**config.mk**
```make
export PLATFORM = sky130hd
export DESIGN_NAME = echist_div
export DESIGN_NICKNAME = d
export VERILOG_FILES = /design/src/sv/echist_pkg.sv /design/src/sv/echist_div.sv
export SDC_FILE = /design/constraint.sdc
export NUM_CORES = 1
export LEC_CHECK = 0
export BUFFER_PORTS_ARGS = -buffer_cell sky130_fd_sc_hd__buf_2
export CAP_MARGIN = 20
export CORE_MARGIN = 3
export CORE_UTILIZATION = 63
export DETAILED_ROUTE_END_ITERATION = 6
export PLACE_DENSITY = 0.85
export SLEW_MARGIN = 30
export SYNTH_ARGS = -nofsm -noshare
export SYNTH_HDL_FRONTEND = slang
export SYNTH_SLANG_ARGS = --single-unit
```
**constraint.sdc**
```tcl
create_clock -name clk -period 15.8 [get_ports clk]
set_clock_uncertainty 0.15 [all_clocks]
set_input_delay 3.16 -clock clk [delete_from_list [all_inputs] [get_ports clk]]
set_output_delay 3.16 -clock clk [all_outputs]
set_load 0.01 [all_outputs]
```
**src/sv/echist_pkg.sv**
```systemverilog
// ----------------------------------------------------------------------------
// echist_pkg
// Shared types and constants for the exit cause latency histogram.
// ----------------------------------------------------------------------------
package echist_pkg;

  localparam int NUM_BINS    = 256;
  localparam int NUM_CPUS    = 4;
  localparam int COUNT_WIDTH = 32;
  localparam int TIME_WIDTH  = 48;
  localparam int BIN_W       = $clog2(NUM_BINS);
  localparam int CPU_W       = 2;
  localparam int CFG_IDX_W   = 2;
  localparam int US_DIV      = 1000;

  // floor(x / 1000) == (x * US_DIV_RECIP) >> 28 for x below 256000
  localparam logic [18:0] US_DIV_RECIP = 19'd268436;

  typedef logic [2:0] op_t;
  localparam op_t OP_EXIT        = 3'd0;
  localparam op_t OP_FAULT_START = 3'd1;
  localparam op_t OP_FAULT_END   = 3'd2;
  localparam op_t OP_EXIT_START  = 3'd3;
  localparam op_t OP_EXIT_END    = 3'd4;
  localparam op_t OP_CLEAR       = 3'd5;
  localparam op_t OP_READ        = 3'd6;

  typedef logic [1:0] sel_t;
  localparam sel_t SEL_HCALL = 2'd0;
  localparam sel_t SEL_TRAP  = 2'd1;
  localparam sel_t SEL_FAULT = 2'd2;
  localparam sel_t SEL_EXIT  = 2'd3;

  typedef logic [1:0] kind_t;
  localparam kind_t KIND_NONE  = 2'd0;
  localparam kind_t KIND_HCALL = 2'd1;
  localparam kind_t KIND_TRAP  = 2'd2;

  localparam logic [CFG_IDX_W-1:0] CFG_HCALL_VEC = 2'd0;
  localparam logic [CFG_IDX_W-1:0] CFG_MAX_HCALL = 2'd1;
  localparam logic [CFG_IDX_W-1:0] CFG_MAX_TRAP  = 2'd2;

  typedef enum logic [2:0] {
    ST_CLEAR, ST_IDLE, ST_DIV, ST_READ, ST_WRITE, ST_OUT
  } state_t;

  typedef struct packed {
    logic            start;
    logic [63:0]     dividend;
  } div_req_t;

  function automatic logic [BIN_W-1:0] fit_bin(input logic [63:0] v);
    return (v > 64'(NUM_BINS - 1)) ? BIN_W'(NUM_BINS - 1) : v[BIN_W-1:0];
  endfunction

endpackage

```
**src/sv/echist_div.sv**
```systemverilog
// ----------------------------------------------------------------------------
// echist_div
// Divide by 1000, one quotient byte per cycle by reciprocal multiplication.
// ----------------------------------------------------------------------------
module echist_div (
  input  logic                  clk,
  input  logic                  rst_n,
  input  echist_pkg::div_req_t  req,
  output logic                  done,
  output logic [63:0]           quotient
);
  import echist_pkg::*;

  logic [63:0] x_r, x_nxt;
  logic [63:0] q_r, q_nxt;
  logic [9:0]  rem_r, rem_nxt;
  logic [3:0]  cnt_r, cnt_nxt;
  logic        busy_r, busy_nxt;
  logic [17:0] part;
  logic [36:0] prod;
  logic [7:0]  qd;
  logic [17:0] qd_x;
  logic [17:0] rest;

  always_comb begin
    part     = {rem_r, x_r[63:56]};
    prod     = {19'd0, part} * {18'd0, US_DIV_RECIP};
    qd       = prod[35:28];
    qd_x     = {qd, 10'd0} - {5'd0, qd, 5'd0} + {7'd0, qd, 3'd0};
    rest     = part - qd_x;
    x_nxt    = x_r;
    q_nxt    = q_r;
    rem_nxt  = rem_r;
    cnt_nxt  = cnt_r;
    busy_nxt = busy_r;
    if (req.start) begin
      x_nxt    = req.dividend;
      q_nxt    = '0;
      rem_nxt  = '0;
      cnt_nxt  = 4'd8;
      busy_nxt = 1'b1;
    end else if (busy_r) begin
      if (cnt_r != 4'd0) begin
        x_nxt   = {x_r[55:0], 8'd0};
        q_nxt   = {q_r[55:0], qd};
        rem_nxt = rest[9:0];
        cnt_nxt = cnt_r - 4'd1;
      end else begin
        busy_nxt = 1'b0;
      end
    end
  end

  always_ff @(posedge clk) begin
    if (!rst_n) begin
      busy_r <= 1'b0;
      cnt_r  <= '0;
    end else begin
      busy_r <= busy_nxt;
      cnt_r  <= cnt_nxt;
    end
    x_r   <= x_nxt;
    q_r   <= q_nxt;
    rem_r <= rem_nxt;
  end

  assign done     = busy_r && (cnt_r == 4'd0);
  assign quotient = q_r;
endmodule

```
* Word-level counts from Yosys, hierarchy flattened
Index checks and enable logic that the tools add are counted.
** Storage, ports and cells
- Word-level logic and storage cells :: 29
- Bits of input ports :: 67
- ROM bits :: 0
- Output and inout port bits :: 65
- RAM bits :: 0
- Bits in latches :: 0
- Memories :: 0
- Register bits :: 143
** Operators by class
- Muxes and demuxes :: 9
- Equality and inequality tests :: 0
- Reduce and logical (&&, ||, !) cells :: 8
- Order comparisons :: 0
- Bitwise gates (word level) :: 1
- $add $sub $neg :: 4
- Div/mod/pow operators :: 0
- Shifts and indexed selects :: 0
- Multipliers :: 1
** Operator list (count)
- $mux W64 :: 3
- $mul A18 B17 Y34 const B :: 1
- $mux W4 :: 3
- $add A10 B10 Y10 :: 1
- $sub A1 B10 Y10 const A :: 1
- $sub A10 B10 Y10 :: 1
- $logic_not A4 Y1 :: 1
- $reduce_and A2 Y1 :: 2
- $reduce_bool A2 Y1 :: 2
- $reduce_bool A4 Y1 :: 1
- $sub A4 B1 Y4 const B :: 1
- $mux W1 :: 3
- $reduce_or A2 Y1 :: 1
- $logic_and A1 B1 Y1 :: 1
- $not A1 Y1 :: 1

* Longest topological paths before layout
- Word-level depth :: 4
- Depth in mapped cells :: 31
- Mapped depth without buffers :: 31

* Worst setup path after synthesis
No wires, ideal clock.
- Path type :: register -> register
- From :: reg x_r[62]
- To :: reg rem_r[9]
- Data required time :: 15.588 ns
- Stages on the path, launching flop included :: 30
- Buffers on the path :: 0
- Clock period less this slack :: 7.232 ns
- Path slack :: 8.568 ns
- Library setup time :: 0.062 ns
- Arrival :: 7.020 ns
- Cell sequence :: edfxtp_1 ha_1 ha_1 fa_1 inv_1 fa_1 inv_1 fa_1 inv_1 fa_1 inv_1 ha_1 a211o_1 o211ai_1 a21oi_1 nor3_2 and2_4 o21ai_2 a21oi_2 xor2_1 fa_1 ha_1 nand3_1 a21oi_1 o211a_1 nor3_2 or3_1 o22a_1 a211o_1 nand3_1
** Between the ends
- Longest elaborated chain between the ends :: 4
** RTL lines
- from (decl) :: line echist_div.sv:14 : logic [63:0] x_r, x_nxt;
- from (signal assigned) :: line echist_div.sv:62 : x_r <= x_nxt;
- $mul A18 B17 Y34 :: line echist_div.sv:27 : prod = {19'd0, part} * {18'd0, US_DIV_RECIP};
- $sub A1 B10 Y10 :: line echist_div.sv:29 : qd_x = {qd, 10'd0} - {5'd0, qd, 5'd0} + {7'd0, qd, 3'd0};
- $add A10 B10 Y10 :: line echist_div.sv:29
- $sub A10 B10 Y10 * :: line echist_div.sv:30 : rest = part - qd_x;
- to (signal assigned) :: line echist_div.sv:64 : rem_r <= rem_nxt;
- to (decl) :: line echist_div.sv:16 : logic [9:0] rem_r, rem_nxt;
Every way passes the cells marked *; elsewhere a longest branch is shown, timed or not.
A chain may end at the register's enable or synchronous reset.

* Worst setup path in the final report
- From :: reg rem_r[0]
- To :: reg rem_r[9]
** Between the ends
- Longest elaborated chain between the ends :: 4
** RTL lines
- $mul A18 B17 Y34 * :: line echist_div.sv:27
- net prod[29] :: line echist_div.sv:20 : logic [36:0] prod;
- $sub A1 B10 Y10 :: line echist_div.sv:29
- $add A10 B10 Y10 * :: line echist_div.sv:29
- $sub A10 B10 Y10 * :: line echist_div.sv:30
Mark *: on every way through the listed nets, which the timed path passes. The rest lies on a longest branch.

==> impl_metrics.ini <==
[synth]
synth.area.top_cells = ha_1 (20%), edfxtp_1 (20%), dfxtp_1 (16%), fa_1 (10%), mux2_2 (6.5%)
synth_top_family_by_area = adder cells
synth-adder-area-share_pct = 30.03
synth_nets = 1215
synth-edff-count = 64
ys_seq_area_share_pct = 35.87
ys_warn_count = 0
synthSimpleGateAreaFrac_pct = 10.40
ys_ff_latch = 143
synth.top_cell.area_share_pct = 19.99
synthCells = 943
synth-async-reset-ratio_pct = 0
synth_compound_area_share_pct = 9.673
ys.flop_type = dfxtp_1
yosys.area.top_type = ha_1
post_synth_instance_area_mm2 = 0.009766
muxShareOfSynthArea_pct = 6.457
synth_xor_area_share_pct = 1.525
avgSynthCellArea_um2 = 10.36
ys_types = 57

[drt]
drtIter0Drc = 491
route.met3.wl_mm = 1.549
dr_wl_met2_mm = 10.94
avgRoutedWirePerCell_um = 17.46
dr.pass1.iters = 5
drt-total-wl_mm = 21.99
drc_errors = 0
top_layer = met5
drt-met1-wl_mm = 8.927
postRouteAntennaNets = 0
vias_per_cell = 5.739
vias = 7226

[global_route]
grt_max_degree = 80
grt-ovfl-total = 0
grt_first_pass_wirelength_mm = 34.91
track_usage_pct = 26.33
grt_pass1_vias = 7291
antenna_found_initial = 1

[timing]
fin_crit_sh_pct = 50.27
worst_slew_pin_slew_ps = 815.4
fmax_mhz = 125.9
min_period_ps = 7943
finalMaxSlewViolations = 0
rsz0062_at_grt = no
fin_hold_ws_ps = 301.4
max_slew_margin_pct = 45.64
setup_tns_ps = 0
setup_viol = 0
setup_slack_ps = 7857
hold_violations = 0

[power]
switching_share_pct = 37.45
peakVddDrop_mv = 0.1144
seqPwrFrac_pct = 30.0
internal_power_uw = 920.4
leakage_uw = 0.005413
clkPwrFrac_pct = 26.2
comb_power_share_pct = 43.8
power_uw = 1472
power-per-cell-area_mw_per_mm2 = 132.2
p_sw_uw = 551.1

[setup_path]
criticalPathCategory = flop to flop
worst_r2r_path_depth = 27
cp_data_required_time_ps = 15990
cp-end-kind = flop
path_common_cell = fa_1
r2r-start = rem_r[0]$_SDFFE_PP0P_
worstPathArrival_ps = 8140
reg2reg_to = rem_r[9]$_SDFFE_PP0P_
crit_path_start_kind = flop
critical_path.max_fanout = 8
max_stage_delay_ps = 620
slowest_stage = dfxtp_1
r2r_setup_slack_ps = 7860

[final_layout]
regArea_mm2 = 0.003503
num-fill-cells = 1007
fin_util_pct = 74.91
syn_to_final_growth_pct = 14.02
multi_input_area_mm2 = 0.005679
n_antenna_cell = 0
layout-drive-gt1-share_pct = 22.42
fin_nets = 1334
layout_commonest_cell = ha_1
final_cell_mix = ha_1 (156), nand2_1 (141), buf_2 (130)

[cts]
ctsHoldBuffers = 0
clock_sinks = 143
clk_latency_ps = 410
htree_num_levels = 4
cts_tree = done
clk_pin_slew_ps = 60
cts_root_buf = clkbuf_16
postCtsSetupRepairBufs = 0
cts_buffer_depth = 2
post_cts_resized = 0
cts_buffers = 17

[place]
place_ws_ps = 7992
dpl.hpwl_mm = 16.04
routabilityCongestion = 0.9752
io_buffers = 131

[die]
start_util_pct = 65.70
die_h_um = 130.5
core-area_mm2 = 0.01486
die-width_um = 130.5
boundaryPins = 132
die_area_mm2 = 0.01703
rows = 44

[min_path]
worstHoldStart = quotient[61]$_SDFFE_PP0P_
min_to = quotient[61]$_SDFFE_PP0P_
hold_class = flop to flop
holdPathStages = 2

[flow_run]
maxCapViolCount = 0

[run_status]
status = finished clean
synthesized netlist by cell type (all sizes together) (3+ instances only):
cell type,count
a211o,5
a211oi,6
a21o,8
a21oi,86
and2,12
and3,7
buf,4
clkbuf,31
dfxtp,79
edfxtp,64
fa,49
ha,156
inv,120
mux2,56
nand2,142
nand2b,4
nand3,5
nand3b,7
nand4,3
nor2,16
nor3,9
nor4,3
o211ai,5
o21a,3
o21ai,12
o21bai,4
o311ai,4
or3,4
xnor2,8
xor2,9
worst max path at each step:
| stage | from | to | cells after the start |
|---|---|---|---|
| 2_1_floorplan | x_r[62]$_DFFE_PP_ | rem_r[9]$_SDFFE_PP0P_ | 29 |
| 3_3_place_gp | x_r[62]$_DFFE_PP_ | rem_r[9]$_SDFFE_PP0P_ | 29 |
| 3_5_place_dp | rem_r[0]$_SDFFE_PP0P_ | rem_r[9]$_SDFFE_PP0P_ | 27 |
| 4_1_cts | rem_r[0]$_SDFFE_PP0P_ | rem_r[9]$_SDFFE_PP0P_ | 27 |
| 5_1_grt | rem_r[0]$_SDFFE_PP0P_ | rem_r[9]$_SDFFE_PP0P_ | 27 |
| 6_report | rem_r[0]$_SDFFE_PP0P_ | rem_r[9]$_SDFFE_PP0P_ | 27 |
metal layers:
| metal | track usage, % | vias up |
|---|---|---|
| li1 | - | 3469 |
| met1 | 32.76 | 3434 |
| met2 | 44.82 | 272 |
| met3 | 5.772 | 49 |
| met4 | 10.41 | 2 |
| met5 | 0 | - |
sequential cells by signal, summed over array words and instances (netlist names):
signal    flops
busy_r        1
x_r          64
rem_r        10
quotient     64
cnt_r         4
worst max-delay path, delay by kind of cell (launching register included):
kind            cells  cell delay, ps
simple gates        5             720
buf+inv             3             190
flops               1             620
compound gates      9            2060
xor+xnor            1             300
fa+ha+maj           9            3820
cells by family after synthesis:
| logic type | Yosys count |
|---|---|
| XOR/XNOR | 17 |
| flip-flops | 143 |
| AO/OA/AOI/OAI | 147 |
| buffers and inverters | 155 |
| AND/OR/NAND/NOR | 220 |
| multiplexers | 56 |
| adder cells (fa/ha/maj) | 205 |
power groups by stage:
stage          combinational [uW]  sequential, uW  clock, uW
2_1_floorplan                 481             436          0
5_1_grt                       743             444        405
6_report                      644             442        386
3_5_place_dp                  636             449          0
4_1_cts                       644             441        389
3_3_place_gp                  599             447          0
final cells by class:
type / instances / share of cell area, %
clock inverters: 12 / 0.9215
inverters: 120 / 4.045
flip-flops and latches: 143 / 31.46
multi-input cells: 645 / 51.01
clock buffers: 20 / 4.315
well taps: 184 / 2.068
repair buffers: 135 / 6.180
metrics by stage:
step / area [um2] / std cells
floorplan: 9766 / 943
detailed placement: 10550 / 1227
CTS: 11130 / 1259
global placement: 10550 / 1227
global route: 11130 / 1259
finish: 11130 / 1259
(Power assumes the default switching activity.)
